==> src/hw/rtl/avfd_pkg.sv <==
// Shared types and constants for the audio/video frame deframer.
package avfd_pkg;

    localparam int LenW  = 24;
    localparam int ByteW = 8;

    localparam logic [LenW-1:0] LenSat = {LenW{1'b1}};

    // Reset values of the configuration registers
    localparam logic [LenW-1:0]  MaxTotalRst   = 24'd81920;
    localparam logic [ByteW-1:0] SyncFirstRst  = 8'hAA;
    localparam logic [ByteW-1:0] SyncSecondRst = 8'hBB;

    // Configuration register indexes
    localparam logic [1:0] CFG_MAX_TOTAL   = 2'd0;
    localparam logic [1:0] CFG_SYNC_FIRST  = 2'd1;
    localparam logic [1:0] CFG_SYNC_SECOND = 2'd2;

    // Result kinds
    localparam logic [1:0] KIND_VIDEO     = 2'd0;
    localparam logic [1:0] KIND_AUDIO     = 2'd1;
    localparam logic [1:0] KIND_FRAME_END = 2'd2;
    localparam logic [1:0] KIND_ERROR     = 2'd3;

    // Error codes
    localparam logic [1:0] ERR_NONE      = 2'd0;
    localparam logic [1:0] ERR_VIDEO_LEN = 2'd1;
    localparam logic [1:0] ERR_AUDIO_LEN = 2'd2;

    typedef enum logic [2:0] {
        PH_HUNT  = 3'd0,
        PH_VLEN  = 3'd1,
        PH_VDATA = 3'd2,
        PH_ALEN  = 3'd3,
        PH_ADATA = 3'd4
    } phase_t;

    typedef struct packed {
        phase_t            phase;
        logic [ByteW-1:0]  window_byte;
        logic              window_valid;
        logic [1:0]        len_idx;
        logic [LenW-1:0]   len_accum;
        logic [LenW-1:0]   bytes_left;
        logic [LenW-1:0]   video_length;
    } deframe_state_t;

    typedef struct packed {
        logic              valid;
        logic [ByteW-1:0]  out_byte;
        logic [1:0]        out_kind;
        logic              section_last;
        logic              frame_last;
        logic [1:0]        error_code;
    } deframe_result_t;

endpackage

==> src/hw/rtl/avfd_step.sv <==
// Per-byte deframing logic: next state and optional result word.
module avfd_step
    import avfd_pkg::*;
(
    input  deframe_state_t   st,
    input  logic [ByteW-1:0] rx_byte,
    input  logic [LenW-1:0]  max_total,
    input  logic [ByteW-1:0] sync_first,
    input  logic [ByteW-1:0] sync_second,
    output deframe_state_t   st_next,
    output deframe_result_t  res
);

    logic [LenW-1:0] accum_new;
    logic            len_done;
    logic [LenW-1:0] left_dec;
    logic [LenW-1:0] audio_room;
    logic            video_bad;
    logic            audio_bad;

    // Little-endian length assembly; a nonzero top byte saturates
    always_comb
    begin
        accum_new = st.len_accum;
        case (st.len_idx)
            2'd0: accum_new[7:0]   = st.len_accum[7:0]   | rx_byte;
            2'd1: accum_new[15:8]  = st.len_accum[15:8]  | rx_byte;
            2'd2: accum_new[23:16] = st.len_accum[23:16] | rx_byte;
            default:
            begin
                if (rx_byte != '0)
                    accum_new = LenSat;
            end
        endcase
    end

    assign len_done   = (st.len_idx == 2'd3);
    assign left_dec   = st.bytes_left - 1'b1;
    assign audio_room = max_total - st.video_length;
    assign video_bad  = (accum_new == '0) || (accum_new >= max_total);
    assign audio_bad  = (st.video_length >= max_total) || (accum_new >= audio_room);

    // Phase sequencing
    always_comb
    begin
        st_next = st;
        res     = '0;
        case (st.phase)
            PH_VLEN:
            begin
                st_next.len_accum = accum_new;
                st_next.len_idx   = st.len_idx + 2'd1;
                if (len_done)
                begin
                    if (video_bad)
                    begin
                        st_next.phase        = PH_HUNT;
                        st_next.window_valid = 1'b0;
                        st_next.window_byte  = '0;
                        res.valid      = 1'b1;
                        res.out_kind   = KIND_ERROR;
                        res.error_code = ERR_VIDEO_LEN;
                    end
                    else
                    begin
                        st_next.video_length = accum_new;
                        st_next.bytes_left   = accum_new;
                        st_next.phase        = PH_VDATA;
                    end
                end
            end
            PH_VDATA:
            begin
                st_next.bytes_left = left_dec;
                res.valid    = 1'b1;
                res.out_byte = rx_byte;
                res.out_kind = KIND_VIDEO;
                if (left_dec == '0)
                begin
                    st_next.phase     = PH_ALEN;
                    st_next.len_idx   = 2'd0;
                    st_next.len_accum = '0;
                    res.section_last  = 1'b1;
                end
            end
            PH_ALEN:
            begin
                st_next.len_accum = accum_new;
                st_next.len_idx   = st.len_idx + 2'd1;
                if (len_done)
                begin
                    if (audio_bad || accum_new == '0)
                    begin
                        st_next.phase        = PH_HUNT;
                        st_next.window_valid = 1'b0;
                        st_next.window_byte  = '0;
                        res.valid = 1'b1;
                        if (audio_bad)
                        begin
                            res.out_kind   = KIND_ERROR;
                            res.error_code = ERR_AUDIO_LEN;
                        end
                        else
                        begin
                            res.out_kind   = KIND_FRAME_END;
                            res.frame_last = 1'b1;
                        end
                    end
                    else
                    begin
                        st_next.bytes_left = accum_new;
                        st_next.phase      = PH_ADATA;
                    end
                end
            end
            PH_ADATA:
            begin
                st_next.bytes_left = left_dec;
                res.valid    = 1'b1;
                res.out_byte = rx_byte;
                res.out_kind = KIND_AUDIO;
                if (left_dec == '0)
                begin
                    st_next.phase        = PH_HUNT;
                    st_next.window_valid = 1'b0;
                    st_next.window_byte  = '0;
                    res.section_last     = 1'b1;
                    res.frame_last       = 1'b1;
                end
            end
            default:
            begin
                // Sliding two-byte sync window
                if (st.window_valid && st.window_byte == sync_first
                    && rx_byte == sync_second)
                begin
                    st_next.window_valid = 1'b0;
                    st_next.window_byte  = '0;
                    st_next.phase        = PH_VLEN;
                    st_next.len_idx      = 2'd0;
                    st_next.len_accum    = '0;
                end
                else
                begin
                    st_next.phase        = PH_HUNT;
                    st_next.window_byte  = rx_byte;
                    st_next.window_valid = 1'b1;
                end
            end
        endcase
    end

endmodule

==> src/hw/rtl/av_frame_deframer_core.sv <==
// Top level of the audio/video frame deframer.
//
// Input channel: in_valid/in_ready carry one received byte (rx_byte) per word.
// Output channel: out_valid/out_ready carry one result word: a video or audio
// payload byte, a frame-end marker for frames without audio, or an error.
// Sync bytes give no word; length bytes give one only as an error or frame end.
// Config channel: cfg_valid/cfg_ready with cfg_index/cfg_data; always ready.
// Index 0 is the length limit, 1 and 2 are the sync bytes. Write only when idle.
//
// Each input word is taken into the input register; its result word then goes
// to the output register. Throughput is one word per cycle while the output
// is not stalled; the step logic between the two registers is a single pass.
// When the receiver stalls, the input register still drains words that give
// no result and accepts one more word while the output register holds a
// result; after that in_ready drops until out_ready returns.
// Reset: configuration returns to its defaults, both registers empty, and the
// deframer starts hunting for sync with an empty window.
module av_frame_deframer_core
    import avfd_pkg::*;
(
    input  logic             clk,
    input  logic             rst_n,
    input  logic             in_valid,
    output logic             in_ready,
    input  logic [7:0]       rx_byte,
    output logic             out_valid,
    input  logic             out_ready,
    output logic [7:0]       out_byte,
    output logic [1:0]       out_kind,
    output logic             section_last,
    output logic             frame_last,
    output logic [1:0]       error_code,
    input  logic             cfg_valid,
    output logic             cfg_ready,
    input  logic [1:0]       cfg_index,
    input  logic [23:0]      cfg_data
);

    logic [LenW-1:0]  max_total_reg;
    logic [ByteW-1:0] sync_first_reg;
    logic [ByteW-1:0] sync_second_reg;

    logic             in_valid_reg;
    logic [ByteW-1:0] rx_byte_reg;

    deframe_state_t   st_reg;
    deframe_state_t   st_next;
    deframe_result_t  step_res;
    deframe_result_t  res_reg;

    logic             out_free;
    logic             advance;

    // Configuration registers
    assign cfg_ready = 1'b1;

    always_ff @(posedge clk or negedge rst_n)
    begin
        if (!rst_n)
        begin
            max_total_reg   <= MaxTotalRst;
            sync_first_reg  <= SyncFirstRst;
            sync_second_reg <= SyncSecondRst;
        end
        else if (cfg_valid && cfg_ready)
        begin
            case (cfg_index)
                CFG_MAX_TOTAL:   max_total_reg   <= cfg_data;
                CFG_SYNC_FIRST:  sync_first_reg  <= cfg_data[ByteW-1:0];
                CFG_SYNC_SECOND: sync_second_reg <= cfg_data[ByteW-1:0];
                default:         ;
            endcase
        end
    end

    // Step logic
    avfd_step u_step (
        .st          (st_reg),
        .rx_byte     (rx_byte_reg),
        .max_total   (max_total_reg),
        .sync_first  (sync_first_reg),
        .sync_second (sync_second_reg),
        .st_next     (st_next),
        .res         (step_res)
    );

    // A buffered word moves on unless it has a result and the output is full
    assign out_free = !res_reg.valid || out_ready;
    assign advance  = in_valid_reg && (!step_res.valid || out_free);
    assign in_ready = !in_valid_reg || advance;

    // Input register
    always_ff @(posedge clk or negedge rst_n)
    begin
        if (!rst_n)
            in_valid_reg <= 1'b0;
        else if (in_ready)
            in_valid_reg <= in_valid;
    end

    always_ff @(posedge clk)
    begin
        if (in_valid && in_ready)
            rx_byte_reg <= rx_byte;
    end

    // Deframer state
    always_ff @(posedge clk or negedge rst_n)
    begin
        if (!rst_n)
            st_reg <= '0;
        else if (advance)
            st_reg <= st_next;
    end

    // Output register
    always_ff @(posedge clk or negedge rst_n)
    begin
        if (!rst_n)
            res_reg <= '0;
        else if (out_free)
        begin
            if (advance && step_res.valid)
                res_reg <= step_res;
            else
                res_reg.valid <= 1'b0;
        end
    end

    assign out_valid    = res_reg.valid;
    assign out_byte     = res_reg.out_byte;
    assign out_kind     = res_reg.out_kind;
    assign section_last = res_reg.section_last;
    assign frame_last   = res_reg.frame_last;
    assign error_code   = res_reg.error_code;

    // Checks
    a_err_kind: assert property (@(posedge clk) disable iff (!rst_n)
        out_valid |-> ((out_kind == KIND_ERROR) == (error_code != ERR_NONE)))
        else $error("error kind and error code disagree");

    a_frame_last_kind: assert property (@(posedge clk) disable iff (!rst_n)
        (out_valid && frame_last) |->
            (out_kind == KIND_AUDIO || out_kind == KIND_FRAME_END))
        else $error("frame end on a word that cannot close a frame");

    a_section_kind: assert property (@(posedge clk) disable iff (!rst_n)
        (out_valid && section_last) |->
            (out_kind == KIND_VIDEO || out_kind == KIND_AUDIO))
        else $error("section end on a marker or error word");

    a_hunt_after_end: assert property (@(posedge clk) disable iff (!rst_n)
        (advance && step_res.valid && (step_res.frame_last
            || step_res.out_kind == KIND_ERROR))
        |=> (st_reg.phase == PH_HUNT && !st_reg.window_valid))
        else $error("deframer did not return to sync hunting");

    a_no_drop: assert property (@(posedge clk) disable iff (!rst_n)
        (out_valid && !out_ready) |=> out_valid)
        else $error("stalled result word lost");

endmodule
==> config.mk <==
export PLATFORM = sky130hd
export DESIGN_NAME = av_frame_deframer_core
export DESIGN_NICKNAME = d
export VERILOG_FILES = /design/src/hw/rtl/avfd_pkg.sv /design/src/hw/rtl/avfd_step.sv /design/src/hw/rtl/av_frame_deframer_core.sv
export SDC_FILE = /design/constraint.sdc
export NUM_CORES = 1
export LEC_CHECK = 0
export ABC_AREA = 1
export BUFFER_PORTS_ARGS = -buffer_cell sky130_fd_sc_hd__buf_2
export CAP_MARGIN = 40
export CORE_UTILIZATION = 50
export CTS_CLUSTER_SIZE = 14
export DETAILED_ROUTE_END_ITERATION = 10
export MAX_ROUTING_LAYER = met4
export PLACE_DENSITY_LB_ADDON = 0.3
export SETUP_SLACK_MARGIN = 0.15
export SLEW_MARGIN = 20
export SYNTH_ARGS = -nofsm -noshare
export SYNTH_HDL_FRONTEND = slang
export SYNTH_SLANG_ARGS = --single-unit
==> constraint.sdc <==
create_clock -name clk -period 4.95 [get_ports clk]
set_input_delay 0.7425 -clock clk [delete_from_list [all_inputs] [get_ports clk]]
set_output_delay 0.7425 -clock clk [all_outputs]
set_load 0.05 [all_outputs]
* Word-level counts from Yosys, hierarchy flattened
Cells that the tools add are included.
** Storage, ports and cells
- Flip-flop bits (word level) :: 150
- Bits of input ports :: 39
- Output and inout bits :: 17
- Logic and storage cells :: 131
** Operators by class
- Add/subtract/negate cells :: 3
- Order comparisons :: 3
- Equal/unequal tests :: 19
- Multiplexer cells :: 47
- Bitwise gates (word level) :: 6
- Reduce and logical (&&, ||, !) cells :: 35
** Operators with widths (number)
- 48-bit two-way mux :: 2
- 26-bit case mux with 3 select lines :: 1
- 24-bit greater-or-equal comparator :: 3
- 24-bit two-way mux :: 3
- 24-bit case mux with 3 select lines :: 1
- 26-bit two-way mux :: 2
- 24-bit zero test :: 2
- 8-bit case mux with 2 select lines :: 3
- 12-bit two-way mux :: 3
- 9-bit case mux with 4 select lines :: 1
- 8-bit bitwise OR :: 3
- 24-bit by 1-bit subtractor with 24-bit output (second input constant) :: 1
- 24-bit subtractor :: 1
- 9-bit two-way mux :: 2
- 8-bit equality test :: 2
- 2-bit two-way mux :: 8
- 3-bit two-way mux :: 4
- 2-bit by 1-bit inequality test with 1-bit output (second input constant) :: 6
- 3-bit case mux with 4 select lines :: 1
- 10-bit two-way mux :: 1
- 2-bit OR reduction :: 5
- 1-bit two-way mux :: 9
- 8-bit two-way mux :: 1
- 2-bit AND reduction :: 4
- 22 further kinds :: 44

* Logic depth before layout (Yosys ltp)
Gate-level depths: netlist of run 1.
- Depth in word-level cells :: 14
- Mapped depth :: 29
- Depth with buffers taken out :: 28

* Hierarchy
From an unflattened synthesis of run 1, not the netlist that was laid out.
** Unflattened totals
- Cell total of the unflattened synthesis :: 1900
- Area, all modules :: 12653.4 µm²
** Modules (own cells, without submodules)
- avfd_step :: times used 1, cells each 1289, area an instance 6834.1 µm²
- av_frame_deframer_core :: times used 1, cells each 611, area an instance 5819.3 µm²

* Worst setup path after synthesis of run 1
Ideal clock, no wire load.
- Path type :: reg-to-output
- From :: reg max_total_reg[2]
- To :: out in_ready
- Data arrival time :: 3.797 ns
- Data required time :: 4.208 ns
- Slack :: 0.410 ns
- Cell stages (with the launch flop) :: 23
- Buffers on the path :: 0
- Path through :: dfrtp_1 > ha_1 > nand2_1 > o21ai_0 > nand2_1 > nand2_1 > a21oi_1 > o21bai_1 > a21oi_1 > o21ai_0 > nand3_1 > nand2_1 > xor2_1 > ha_1 > a21oi_1 > o21ai_0 > a21oi_1 > nand4_1 > nor2_1 > nand2_1 > nand3_1 > nand3_4 > nand3_1
** Between the ends
- Cells in the longest elaborated chain, start to end :: 11
- Elaborated cells between the ends (all ways) :: 16
- Classes of those cells :: 1 x add/sub; 3 x order compare; 5 x mux; 7 x reduce/logical
** RTL lines
- start, declared :: line av_frame_deframer_core.sv:39 : logic [LenW-1:0] max_total_reg;
- start signal, assigned :: line av_frame_deframer_core.sv:61 : max_total_reg <= MaxTotalRst;
- start signal, assigned :: line av_frame_deframer_core.sv:68 : CFG_MAX_TOTAL: max_total_reg <= cfg_data;
- 24-bit subtractor :: line avfd_step.sv:39 : assign audio_room = max_total - st.video_length;
- 24-bit greater-or-equal comparator :: line avfd_step.sv:41 : assign audio_bad = (st.video_length >= max_total) || (accum_new >= audio_room);
- 1-bit logical OR :: line avfd_step.sv:41
- 1-bit logical OR :: line avfd_step.sv:92 : if (audio_bad || accum_new == '0)
- 1-bit two-way mux :: line avfd_step.sv:92
- 1-bit two-way mux :: line avfd_step.sv:90 : if (len_done)
- 1-bit case mux with 3 select lines * :: line avfd_step.sv:48 : case (st.phase)
- 1-bit zero test * :: line av_frame_deframer_core.sv:89 : assign advance = in_valid_reg && (!step_res.valid || out_free);
- 1-bit logical OR * :: line av_frame_deframer_core.sv:89
- 1-bit logical AND * :: line av_frame_deframer_core.sv:89
- 1-bit logical OR * :: line av_frame_deframer_core.sv:90 : assign in_ready = !in_valid_reg || advance;
- end, declared :: line av_frame_deframer_core.sv:24 : output logic in_ready,
Mark *: on every way between the ends. The rest lies on a longest branch, timed or not.

* Worst setup path after layout of run 1
- From :: reg st_reg[2] (netlist bit)
- To :: out in_ready
** Between the ends
- Cells in the longest elaborated chain, start to end :: 11
- Elaborated cells between the ends (all ways) :: 12
- Classes of those cells :: 1 x add/sub; 2 x order compare; 3 x mux; 6 x reduce/logical
** RTL lines
- start, declared :: line av_frame_deframer_core.sv:46 : deframe_state_t st_reg;
- start signal, assigned :: line av_frame_deframer_core.sv:113 : st_reg <= st_next;
- 24-bit subtractor :: line avfd_step.sv:39
- 24-bit greater-or-equal comparator :: line avfd_step.sv:41
- 1-bit logical OR * :: line avfd_step.sv:41
- 1-bit logical OR * :: line avfd_step.sv:92
- 1-bit two-way mux * :: line avfd_step.sv:92
- 1-bit two-way mux * :: line avfd_step.sv:90
- 1-bit case mux with 3 select lines * :: line avfd_step.sv:48
- 1-bit zero test * :: line av_frame_deframer_core.sv:89
- 1-bit logical OR * :: line av_frame_deframer_core.sv:89
- 1-bit logical AND * :: line av_frame_deframer_core.sv:89
- 1-bit logical OR * :: line av_frame_deframer_core.sv:90
Marked as above.

==> reports/results.ini, run 1 <==
[outcome]
status = completed

[global_route]
gr-total-overflow = 0
number_of_antenna_violations_at_the_first_check_in_global_routing = 0
track_usage_pct = 29.2
grt_start_max_net_pins = 58
grt_pass1_vias = 9698
grt_first_pass_wirelength_um = 48800

[detailed_routing]
routed-wl-met2_um = 13700
firstDrtPassIters = 6
drc = 0
vias_per_cell = 5.52
vias = 10200
wirelength_met1_um = 13000
drt_first_iter_violations = 818
routed.top_layer = met4
ant_nets = 0
routed_wire_length_um = 29800
met3_length_um = 2250
routed_wire_length_per_instance_um = 16.1

[die]
die_x_um = 147
floorplan.die.height_um = 147
ios = 56
floorplan_die_area_mm2 = 0.0217
placeableCoreArea_mm2 = 0.0204
initial_utilization_pct = 51.6
floorplan.rows = 52

[timing]
clock_skew_ps = 11.7
finalHoldViolations = 0
period_needed_ps = 4720
timing.final.crit_share_pct = 95.4
tightestPinTransition_ps = 681
setup_repair_after_global_routing_missed_its_margin = true
report.final.slew_viol_count = 0
report.final.setup_viol = 0
max-slew-margin-rel_pct = 54.5
post-route-worst-setup-slack_ps = 230
maxClockFrequency_mhz = 212

[cells_and_area]
area_of_combinational_cells_with_multiple_inputs_mm2 = 0.00618
final-instance-count-excl-fill = 1858
design_area_mm2 = 0.0122
fin_nets = 1693
diodes = 0
area.sequential_mm2 = 0.00381
largest_register_ffs = 86
post_route_cells_drive_above_1_share_pct = 13.2
final.fill_count = 1848
areaGrowthSynthToFinish_pct = 15.9
postLayoutCoreUtil_pct = 59.9

[yosys]
synthesis.area_per_instance_um2 = 7.04
share_of_synthesized_area_occupied_by_flip_flops_and_latches_pct = 36.1
synthesized_netlist_cell_count = 1499
synthesis.area_mm2 = 0.0106
yosysWarnings = 0
synth-seq-cells = 150
synth_enable_flop_cells = 8
yosys_most_used_dff = sky130_fd_sc_hd__dfrtp_1
area_share_of_the_largest_cell_type_after_synthesis_pct = 30.8
post_synth_cell_types = 43
synthArstFlopShare_pct = 94.7
mappedNetlistNets = 1617
synth_top_cell_by_area = sky130_fd_sc_hd__dfrtp_1
post_synth_main_area_contributors = sky130_fd_sc_hd__dfrtp_1 (31%), sky130_fd_sc_hd__nand2_1 (17%), sky130_fd_sc_hd__ha_1 (9.3%)

[setup_path]
cp.required_ps = 4210
crit_path_max_fanout = 4
worst_setup_path_end_kind = output pin
critPathLaunchType = flip-flop
arrival_ps = 3980
worstSetupPathType = flip-flop to output pin

[clock_tree]
numClockSinks = 150
clkSlewWorstSetupHoldPaths_ps = 70
htree_num_levels = 4
clk_latency_ps = 450
cell_at_the_root_of_the_clock_tree = sky130_fd_sc_hd__clkbuf_16
cts-root-to-sink-buffers = 2
tritoncts = done
cts_made_buffers = 17

[power_and_ir_drop]
p_int_mw = 3.29
comb_power_share_pct = 52.4
clockPowerShare_pct = 20.8
share_of_power_burned_in_registers_pct = 26.8
ir_worst_vdd_mv = 0.260
power_density_mw_per_mm2 = 523
net_switching_fraction_of_the_power_pct = 48.6
switching_power_mw = 3.11
post-layout-total-power_mw = 6.40
leakage_nw = 6.59

[placement]
preCtsSetupSlack_ps = -105
buffers_on_ports = 54
routabilityCongestion = 0.876
detailed_place_hpwl_um = 21100
placement.cell_area_mm2 = 0.0112
numPlacedInstances = 1810

[hold_path]
min-delay-path-class = primary input to asynchronous set/reset pin

[job]
maxCapViolations = 0

[stage by stage]
stage / TNS, ps / hold WS (ps)
CTS: 0 / 243
global placement: 0 / 453
detailed placement: -2720 / 455
finish: 0 / 225
floorplan: 0 / 442
global route: 0 / 258
[routing by layer]
layer | up-vias | track usage, %
li1 | 5026 | -
met1 | 4771 | 38.2
met2 | 375 | 44.6
met3 | 76 | 5.62
met4 | 0 | 11.1
met5 | - | -
[synth_stat cells (3+ instances only)]
library cell / instances
sky130_fd_sc_hd__nor4_1: 4
sky130_fd_sc_hd__nand4_1: 48
sky130_fd_sc_hd__edfxtp_1: 8
sky130_fd_sc_hd__nand3_1: 113
sky130_fd_sc_hd__nor2_1: 159
sky130_fd_sc_hd__nor3_1: 9
sky130_fd_sc_hd__dfstp_2: 12
sky130_fd_sc_hd__xnor2_1: 12
sky130_fd_sc_hd__buf_2: 18
sky130_fd_sc_hd__xor2_1: 40
sky130_fd_sc_hd__o21a_1: 3
sky130_fd_sc_hd__or2_2: 4
sky130_fd_sc_hd__o21ai_0: 93
sky130_fd_sc_hd__clkbuf_1: 21
sky130_fd_sc_hd__a21oi_1: 70
sky130_fd_sc_hd__a21o_1: 5
sky130_fd_sc_hd__buf_4: 11
sky130_fd_sc_hd__ha_1: 78
sky130_fd_sc_hd__dfrtp_1: 130
sky130_fd_sc_hd__inv_1: 135
sky130_fd_sc_hd__nand3b_1: 4
sky130_fd_sc_hd__o21bai_1: 3
sky130_fd_sc_hd__nand2_1: 491
sky130_fd_sc_hd__nand2_2: 5
[power by group through the flow]
stage                     Combinational, mW  Sequential (mW)  Clock [mW]
after global routing                   3.77             1.75        1.40
after detailed placement               3.18             1.72           0
final                                  3.36             1.71        1.33
after CTS                              3.23             1.70        1.34
after floorplan                        2.25             1.79           0
after global placement                 3.11             1.72           0
[critical path: stages, from the launching register on]
cell,delay [ps]
sky130_fd_sc_hd__dfrtp_1,380
sky130_fd_sc_hd__inv_1,100
sky130_fd_sc_hd__ha_4,240
sky130_fd_sc_hd__a21oi_2,160
sky130_fd_sc_hd__o21ai_2,90
sky130_fd_sc_hd__nand2_1,90
sky130_fd_sc_hd__nand2_2,80
sky130_fd_sc_hd__a21oi_4,180
sky130_fd_sc_hd__o21bai_2,110
sky130_fd_sc_hd__a21oi_2,190
sky130_fd_sc_hd__o21ai_2,110
sky130_fd_sc_hd__nand3_1,90
sky130_fd_sc_hd__nand2_1,60
sky130_fd_sc_hd__xor2_1,140
sky130_fd_sc_hd__ha_1,310
sky130_fd_sc_hd__nand2_1,80
sky130_fd_sc_hd__nor2_2,120
sky130_fd_sc_hd__nand2_1,80
sky130_fd_sc_hd__nor2_1,100
sky130_fd_sc_hd__nand2_1,60
sky130_fd_sc_hd__nand4_1,140
sky130_fd_sc_hd__nor2_4,60
sky130_fd_sc_hd__nand2_2,110
sky130_fd_sc_hd__nand3_4,100
sky130_fd_sc_hd__nand3_4,100
sky130_fd_sc_hd__nand3_4,90
sky130_fd_sc_hd__buf_8,170
[layout make-up]
class,instances,area share [%]
repair buffers,110,6.35
multi-input cells,1157,50.5
well taps,270,2.76
flip-flops and latches,150,31.2
clock inverters,15,1.46
clock buffers,17,3.48
inverters,139,4.27
[what timing repair did]
action / in CTS / in global routing
pin swaps: 5 / 21
hold buffers: 0 / 0
setup buffers: 2 / 13
setup endpoints to repair: 100 / 99
gates resized for setup: 20 / 34
[worst paths after layout]
path / cells past startpoint / to / start / slack [ps]
max reg2reg: 29 / st_reg[14]$_DFFE_PN0P_ / max_total_reg[0]$_DFFE_PN0P_ / 570
max: 26 / in_ready / st_reg[2]$_DFFE_PN0P_ / 230
min: 1 / out_byte[6]$_DFFE_PN0P_ / rst_n / 230
max in group asynchronous: 2 / max_total_reg[5]$_DFFE_PN0P_ / rst_n / 3830
min reg2reg: 2 / st_reg[9]$_DFFE_PN0P_ / st_reg[9]$_DFFE_PN0P_ / 470
min in group clk: 1 / rx_byte_reg[0]$_DFFE_PP_ / rx_byte[0] / 470
[cell families after synthesis]
logic type | Yosys count | synth area share [%]
xor+xnor | 52 | 4.32
flops | 150 | 36.1
buf+inv | 192 | 7.51
simple gates | 842 | 33.4
compound gates | 183 | 9.24
other cells | 1 | 0.0355
fa+ha+maj | 79 | 9.44
[placed cells by master (no fill, tap or decap), types with 3 or more instances in the layout]
| master | n |
|---|---|
| sky130_fd_sc_hd__o21a_1 | 3 |
| sky130_fd_sc_hd__nand4_1 | 48 |
| sky130_fd_sc_hd__o21ai_1 | 3 |
| sky130_fd_sc_hd__ha_4 | 7 |
| sky130_fd_sc_hd__inv_2 | 3 |
| sky130_fd_sc_hd__buf_4 | 51 |
| sky130_fd_sc_hd__nand3b_1 | 4 |
| sky130_fd_sc_hd__dfstp_2 | 12 |
| sky130_fd_sc_hd__a21oi_2 | 7 |
| sky130_fd_sc_hd__ha_2 | 3 |
| sky130_fd_sc_hd__inv_1 | 134 |
| sky130_fd_sc_hd__xor2_1 | 40 |
| sky130_fd_sc_hd__clkbuf_16 | 17 |
| sky130_fd_sc_hd__a21oi_1 | 62 |
| sky130_fd_sc_hd__buf_2 | 52 |
| sky130_fd_sc_hd__ha_1 | 68 |
| sky130_fd_sc_hd__inv_6 | 3 |
| sky130_fd_sc_hd__dfrtp_1 | 127 |
| sky130_fd_sc_hd__clkinv_8 | 5 |
| sky130_fd_sc_hd__buf_12 | 4 |
| sky130_fd_sc_hd__or2_2 | 4 |
| sky130_fd_sc_hd__nor4_1 | 3 |
| sky130_fd_sc_hd__nor3_1 | 8 |
| sky130_fd_sc_hd__nand3_4 | 3 |
| sky130_fd_sc_hd__nand3_1 | 110 |
| sky130_fd_sc_hd__nand2_2 | 7 |
| sky130_fd_sc_hd__inv_8 | 5 |
| sky130_fd_sc_hd__a21o_1 | 5 |
| sky130_fd_sc_hd__o21ai_0 | 89 |
| sky130_fd_sc_hd__edfxtp_1 | 8 |
| sky130_fd_sc_hd__nand2_1 | 487 |
| sky130_fd_sc_hd__nor2_1 | 157 |
| sky130_fd_sc_hd__dfrtp_2 | 3 |
| sky130_fd_sc_hd__xnor2_1 | 12 |
Power figures use the tool's default switching activity.
==> run 2: changes to the inputs <==
PLACE_DENSITY = 0.7   (was unset)
PLACE_DENSITY_LB_ADDON = unset   (was 0.3)
==> run 2 against run 1 <==
  * Final area is 0.81% lower
  * Routed wire length shrank 1.0%
  * Highest routed layer unchanged
  * Total power up 0.11%
  * Non-clock buffer count fell by 5
  * Sequential share of layout area is 0.22 points higher
  * Combinational power is 1% lower
  * Clock skew shrank 0.67 ps
==> reports/results.ini, run 2 (synthesis gave the netlist of run 1 again) <==
[outcome]
status = completed

[clock_tree]
htree_num_levels = 4  ; unchanged
cts_made_buffers = 17  ; unchanged
numClockSinks = 150  ; unchanged
cell_at_the_root_of_the_clock_tree = sky130_fd_sc_hd__clkbuf_16
cts-root-to-sink-buffers = 2  ; unchanged
clk_latency_ps = 440  ; about the same
clkSlewWorstSetupHoldPaths_ps = 70  ; about the same
tritoncts = done
cts_hold_repair.buffers = 0  ; unchanged

[detailed_routing]
ant_nets = 0  ; unchanged
firstDrtPassIters = 5  ; -1
vias_per_cell = 5.47  ; -0.78%
drt_first_iter_violations = 851  ; +4.0%
routed_wire_length_per_instance_um = 15.9  ; -0.78%
drc = 0  ; unchanged
routed_wire_length_um = 29500  ; -1.0%
vias = 10100  ; -1.0%

[cells_and_area]
areaGrowthSynthToFinish_pct = 15.0
postLayoutCoreUtil_pct = 59.4  ; -0.48 points
layout_commonest_cell = sky130_fd_sc_hd__nand2_1
largest_register_ffs = 86  ; unchanged
area_of_combinational_cells_with_multiple_inputs_mm2 = 0.00615  ; -0.45%
final.fill_count = 1891  ; +2.3%
area.sequential_mm2 = 0.00381  ; about the same
final_cell_mix = sky130_fd_sc_hd__nand2_1 (487), sky130_fd_sc_hd__nor2_1 (157), sky130_fd_sc_hd__inv_1 (132)
fin_nets = 1688  ; -0.30%
post_route_cells_drive_above_1_share_pct = 12.7  ; -0.53 points
diodes = 0  ; unchanged

[global_route]
grt_start_max_net_pins = 61  ; +5.2%
gr-total-overflow = 0  ; unchanged
grt_pass1_vias = 9518  ; -1.9%
grt_first_pass_wirelength_um = 48500  ; -0.65%
track_usage_pct = 28.9  ; -0.25 points
number_of_antenna_violations_at_the_first_check_in_global_routing = 0  ; unchanged

[timing]
report.final.slew_viol_count = 0  ; unchanged
report.final.setup_viol = 0  ; unchanged
setup_repair_after_global_routing_missed_its_margin = true
tns_ps = 0  ; unchanged
maxClockFrequency_mhz = 217  ; +2.3%
tightestPinTransition_ps = 675  ; -6.35 ps
finalHoldViolations = 0  ; unchanged
timing.final.crit_share_pct = 93.2  ; -2.1 points
whs_ps = 276  ; +51.2 ps
period_needed_ps = 4620  ; -105 ps
clock_skew_ps = 11.0  ; -0.670 ps
max-slew-margin-rel_pct = 54.9  ; +0.31 points

[setup_path]
worst_setup_path_endpoint = in_ready
timing.rr.start = max_total_reg[5]$_DFFE_PN0P_
critPathLaunchType = flip-flop
reg2reg_setup_slack_ps = 570  ; about the same
worst_setup_path_end_kind = output pin
worstRegToRegCells = 27  ; -6.9%
arrival_ps = 3870  ; -110 ps
critical_path.reg2reg.endpoint = st_reg[21]$_DFFE_PN0P_
cp.required_ps = 4210  ; about the same
worstSetupPathType = flip-flop to output pin
crit_path_max_fanout = 3  ; -1
setup.worst_path.start = max_total_reg[5]$_DFFE_PN0P_

[die]
ios = 56  ; unchanged
floorplan.rows = 52  ; unchanged
initial_utilization_pct = 51.6  ; unchanged
placeableCoreArea_mm2 = 0.0204  ; unchanged
die_x_um = 147  ; unchanged
floorplan_die_area_mm2 = 0.0217  ; unchanged
floorplan.die.height_um = 147  ; unchanged

[power_and_ir_drop]
power_density_mw_per_mm2 = 528  ; +0.92%
post-layout-total-power_mw = 6.41  ; +0.11%
leakage_nw = 6.56  ; -0.47%
ir_worst_vdd_mv = 0.286  ; +9.7%

[job]
maxCapViolations = 0  ; unchanged

[placement]
routabilityCongestion = 0.945  ; +7.9%
buffers_on_ports = 54  ; unchanged
detailed_place_hpwl_um = 21100  ; -0.22%

[hold_path]
min-delay-path-class = primary input to asynchronous set/reset pin

## run 2: how the worst min path moves through the flow
| stage | end | slack, ps | depth (start not counted) |
|---|---|---|---|
| 2_1_floorplan | st_reg[10]$_DFFE_PN0P_ | 440 | 2 |
| 3_3_place_gp | out_byte[5]$_DFFE_PN0P_ | 450 | 2 |
| 3_5_place_dp | out_byte[5]$_DFFE_PN0P_ | 450 | 2 |
| 4_1_cts | out_kind[0]$_DFFE_PN0P_ | 300 | 1 |
| 5_1_grt | out_byte[2]$_DFFE_PN0P_ | 310 | 1 |
| 6_report | out_byte[2]$_DFFE_PN0P_ | 280 | 1 |
## run 2: power by group
group	switching, mW	internal [mW]
Clock	0.604	0.771
Sequential	0.224	1.49
Combinational	2.24	1.07
Total	3.07	3.34
## run 2: layout make-up
cell class	instances	share of cell area, %
multi-input cells	1157	50.7
flip-flops and latches	150	31.4
well taps	270	2.78
clock inverters	14	1.53
inverters	139	4.34
repair buffers	105	5.72
clock buffers	18	3.54
## run 2: per-layer routing
layer  wire length (µm)  share of wire, %  global-route usage (%)  vias to the layer above
met4                716               2.4                    10.1                        0
met1              13200                45                    38.5                     4716
met3               2100               7.1                    4.29                       59
met5                  0                 0                       -                        -
li1                   -                 -                       -                     5007
met2              13600                46                    44.8                      359
## run 2: stage by stage
| step | std cells | setup slack (ps) | cell area [µm²] |
|---|---|---|---|
| 2_1_floorplan | 1499 | 410 | 10600 |
| 3_3_place_gp | 1805 | 87.7 | 11200 |
| 3_5_place_dp | 1805 | 22.5 | 11200 |
| 4_1_cts | 1838 | 151 | 11900 |
| 5_1_grt | 1853 | 112 | 12100 |
| 6_report | 1853 | 334 | 12100 |
## run 2: what timing repair did
item / CTS / global route
pin swaps: 4 / 21
setup endpoints to repair: 67 / 66
resized for setup: 17 / 31
buffers inserted: 1 / 15
## run 2: critical path, cell delays in order, from the launching register on
cell	delay (ps)
sky130_fd_sc_hd__dfrtp_1	450
sky130_fd_sc_hd__ha_4	300
sky130_fd_sc_hd__nand2_1	80
sky130_fd_sc_hd__o21a_1	190
sky130_fd_sc_hd__nand2_2	110
sky130_fd_sc_hd__a21oi_4	80
sky130_fd_sc_hd__o21bai_4	190
sky130_fd_sc_hd__a21oi_4	80
sky130_fd_sc_hd__o21ai_2	200
sky130_fd_sc_hd__nand3_1	90
sky130_fd_sc_hd__nand2_1	80
sky130_fd_sc_hd__xor2_1	170
sky130_fd_sc_hd__ha_1	260
sky130_fd_sc_hd__a21oi_1	110
sky130_fd_sc_hd__o21ai_0	80
sky130_fd_sc_hd__a21oi_1	120
sky130_fd_sc_hd__nand4_1	100
sky130_fd_sc_hd__nor2_2	200
sky130_fd_sc_hd__nand2_2	110
sky130_fd_sc_hd__nand3_4	90
sky130_fd_sc_hd__nand3_4	90
sky130_fd_sc_hd__nand3_4	90
sky130_fd_sc_hd__buf_8	150
==> run 3: changes to the inputs <==
BUFFER_PORTS_ARGS = -buffer_cell sky130_fd_sc_hd__buf_4   (was -buffer_cell sky130_fd_sc_hd__buf_2)
==> run 3 against run 2 <==
  * Core utilization rose by 0.63 points
  * Sequential cell count unchanged
  * Register-to-register slack got worse by 90 ps
  * Via count rose by 0.63%
  * Global-route usage rose by 0.41 points
  * First-iteration DRC count rose by 0.47%
  * Die area unchanged
  * Worst hold slack got worse by 23 ps
  * Fmax is 1.2% lower
  * Clock power rose by 4%
  * Count of clock-buffer cells in the layout down 1
  * Largest power group unchanged
==> reports/results.ini, run 3 (synthesis gave the netlist of run 1 again) <==
[setup_path]
reg2reg_setup_slack_ps = 480  ; -90 ps
critPathLaunchType = flip-flop
worst_setup_path_endpoint = in_ready
arrival_ps = 3930  ; +60 ps
crit_path_max_fanout = 4  ; +1
critical_path.reg2reg.endpoint = st_reg[14]$_DFFE_PN0P_
worstSetupPathType = flip-flop to output pin
timing.rr.start = max_total_reg[3]$_DFFE_PN0P_
cp.required_ps = 4210  ; about the same
setup.worst_path.start = max_total_reg[3]$_DFFE_PN0P_
worstRegToRegCells = 26  ; -3.7%
worst_setup_path_end_kind = output pin

[placement]
detailed_place_hpwl_um = 21000  ; -0.20%
numPlacedInstances = 1802  ; -0.17%
routabilityCongestion = 0.921  ; -2.6%
buffers_on_ports = 54  ; unchanged
placement.cell_area_mm2 = 0.0113  ; +0.87%
preCtsSetupSlack_ps = 48.3  ; +25.8 ps

[power_and_ir_drop]
share_of_power_burned_in_registers_pct = 26.4  ; -0.4 points
power_density_mw_per_mm2 = 530  ; +0.32%
switching_power_mw = 3.07  ; about the same
clockPowerShare_pct = 22.0  ; +0.5 points
p_int_mw = 3.42  ; +2.6%
net_switching_fraction_of_the_power_pct = 47.3  ; -0.62 points
leakage_nw = 6.60  ; +0.58%
post-layout-total-power_mw = 6.49  ; +1.4%
ir_worst_vdd_mv = 0.265  ; -7.1%
comb_power_share_pct = 51.5  ; -0.2 points

[timing]
clock_skew_ps = 13.0  ; +2.03 ps
post-route-worst-setup-slack_ps = 276  ; -58.3 ps
tns_ps = 0  ; unchanged
finalHoldViolations = 0  ; unchanged
max-slew-margin-rel_pct = 54.6  ; -0.30 points
report.final.setup_viol = 0  ; unchanged
report.final.slew_viol_count = 0  ; unchanged
timing.final.crit_share_pct = 94.4  ; +1.2 points
whs_ps = 253  ; -23.0 ps
setup_repair_after_global_routing_missed_its_margin = true
maxClockFrequency_mhz = 214  ; -1.2%
tightestPinTransition_ps = 682  ; +6.87 ps
period_needed_ps = 4670  ; +58.3 ps

[clock_tree]
htree_num_levels = 4  ; unchanged
tritoncts = done
numClockSinks = 150  ; unchanged
clkSlewWorstSetupHoldPaths_ps = 70  ; about the same
clk_latency_ps = 440  ; about the same
cts-root-to-sink-buffers = 2  ; unchanged
cts_made_buffers = 17  ; unchanged
cts_hold_repair.buffers = 0  ; unchanged
cell_at_the_root_of_the_clock_tree = sky130_fd_sc_hd__clkbuf_16

[detailed_routing]
drt_first_iter_violations = 855  ; +0.47%
drc = 0  ; unchanged
vias_per_cell = 5.51  ; +0.74%
firstDrtPassIters = 5  ; unchanged
vias = 10200  ; +0.63%
ant_nets = 0  ; unchanged
routed_wire_length_per_instance_um = 16.1  ; +1.2%
routed_wire_length_um = 29900  ; +1.1%

[global_route]
grt_start_max_net_pins = 53  ; -13%
met1_usage_pct = 39.5  ; +0.93 points
global_route_met2_usage_pct = 44.2  ; -0.66 points
grt_first_pass_wirelength_um = 48500  ; +0.20%
number_of_antenna_violations_at_the_first_check_in_global_routing = 0  ; unchanged
gr-total-overflow = 0  ; unchanged
grt_pass1_vias = 9404  ; -1.2%
grt.busiest_layer = met2
track_usage_pct = 29.3  ; +0.41 points
groute.layer.met3.usage_pct = 4.91  ; +0.62 points

[outcome]
status = completed

[cells_and_area]
area_of_combinational_cells_with_multiple_inputs_mm2 = 0.00616  ; +0.18%
largest_register_ffs = 86  ; unchanged
layout_commonest_cell = sky130_fd_sc_hd__nand2_1
post_route_cells_drive_above_1_share_pct = 12.5  ; -0.24 points
final-instance-count-excl-fill = 1851  ; -0.11%
postLayoutCoreUtil_pct = 60.0  ; +0.63 points
areaGrowthSynthToFinish_pct = 16.2
fin_nets = 1686  ; -0.12%
final_cell_mix = sky130_fd_sc_hd__nand2_1 (489), sky130_fd_sc_hd__nor2_1 (158), sky130_fd_sc_hd__inv_1 (133)
area.sequential_mm2 = 0.00381  ; unchanged
design_area_mm2 = 0.0123  ; +1.1%
final.fill_count = 1898  ; +0.37%
diodes = 0  ; unchanged

[die]
ios = 56  ; unchanged
floorplan.die.height_um = 147  ; unchanged
die_x_um = 147  ; unchanged
placeableCoreArea_mm2 = 0.0204  ; unchanged
initial_utilization_pct = 51.6  ; unchanged
floorplan.rows = 52  ; unchanged
floorplan_die_area_mm2 = 0.0217  ; unchanged

[job]
maxCapViolations = 0  ; unchanged

[hold_path]
min-delay-path-class = primary input to asynchronous set/reset pin

## run 3: cell count changes in the layout (fill, tap and decap cells not counted), moves of 2 or more
cell and change:
sky130_fd_sc_hd__buf_2 -52, sky130_fd_sc_hd__buf_4 +51, sky130_fd_sc_hd__clkinv_4 -2, sky130_fd_sc_hd__nand2_1 +2, sky130_fd_sc_hd__nand2_2 -2, sky130_fd_sc_hd__nor2_2 -2
## run 3: timing repair
item                       CTS  global route
gates resized for setup     20            26
gates cloned                 0             0
setup endpoints to repair   61            59
buffers inserted             4            13
pin swaps                    5            14
## run 3: worst max-delay path: stages (launching register included)
cell and delay (ps):
sky130_fd_sc_hd__dfrtp_1 420, sky130_fd_sc_hd__ha_4 300, sky130_fd_sc_hd__inv_1 80, sky130_fd_sc_hd__nor3_2 160, sky130_fd_sc_hd__nand2_1 80, sky130_fd_sc_hd__nand2_2 100
sky130_fd_sc_hd__a21oi_4 80, sky130_fd_sc_hd__o21bai_4 160, sky130_fd_sc_hd__a21oi_4 90, sky130_fd_sc_hd__o21ai_4 200, sky130_fd_sc_hd__nand3_2 80, sky130_fd_sc_hd__nand2_1 70
sky130_fd_sc_hd__xor2_1 170, sky130_fd_sc_hd__ha_1 280, sky130_fd_sc_hd__a21oi_2 130, sky130_fd_sc_hd__o21ai_0 80, sky130_fd_sc_hd__a21oi_1 130, sky130_fd_sc_hd__nand4_1 140
sky130_fd_sc_hd__nor2_4 180, sky130_fd_sc_hd__nand2_2 110, sky130_fd_sc_hd__nand3_4 90, sky130_fd_sc_hd__nand3_4 100, sky130_fd_sc_hd__nand3_4 110, sky130_fd_sc_hd__buf_8 150
## run 3: how the worst min path moves through the flow
stage | startpoint | end | cells past startpoint
2_1_floorplan | st_reg[10]$_DFFE_PN0P_ | st_reg[10]$_DFFE_PN0P_ | 2
3_3_place_gp | st_reg[5]$_DFFE_PN0P_ | st_reg[5]$_DFFE_PN0P_ | 2
3_5_place_dp | st_reg[11]$_DFFE_PN0P_ | st_reg[11]$_DFFE_PN0P_ | 2
4_1_cts | rst_n | out_kind[1]$_DFFE_PN0P_ | 1
5_1_grt | rst_n | section_last$_DFFE_PN0P_ | 1
6_report | rst_n | out_kind[1]$_DFFE_PN0P_ | 1
## run 3: power groups by stage
stage | clock network, mW | logic (mW) | registers, mW
after floorplan | 0 | 2.25 | 1.79
after global placement | 0 | 3.13 | 1.72
after detailed placement | 0 | 3.19 | 1.73
after CTS | 1.44 | 3.24 | 1.72
after global routing | 1.50 | 3.77 | 1.75
final | 1.43 | 3.35 | 1.72
## run 3: cell type report
cell class	count	area share, %
multi-input cells	1157	50.3
flip-flops and latches	150	31.1
repair buffers	103	6.50
inverters	139	4.28
clock buffers	17	3.47
well taps	270	2.76
clock inverters	15	1.68
## run 3: layer usage
| layer | wire, µm | part of all wire (%) | vias to the layer above |
|---|---|---|---|
| met4 | 816 | 2.7 | 0 |
| met1 | 13200 | 44 | 4780 |
| met5 | 0 | 0 | - |
| li1 | - | - | 5000 |
| met3 | 2150 | 7.2 | 62 |
| met2 | 13700 | 46 | 363 |
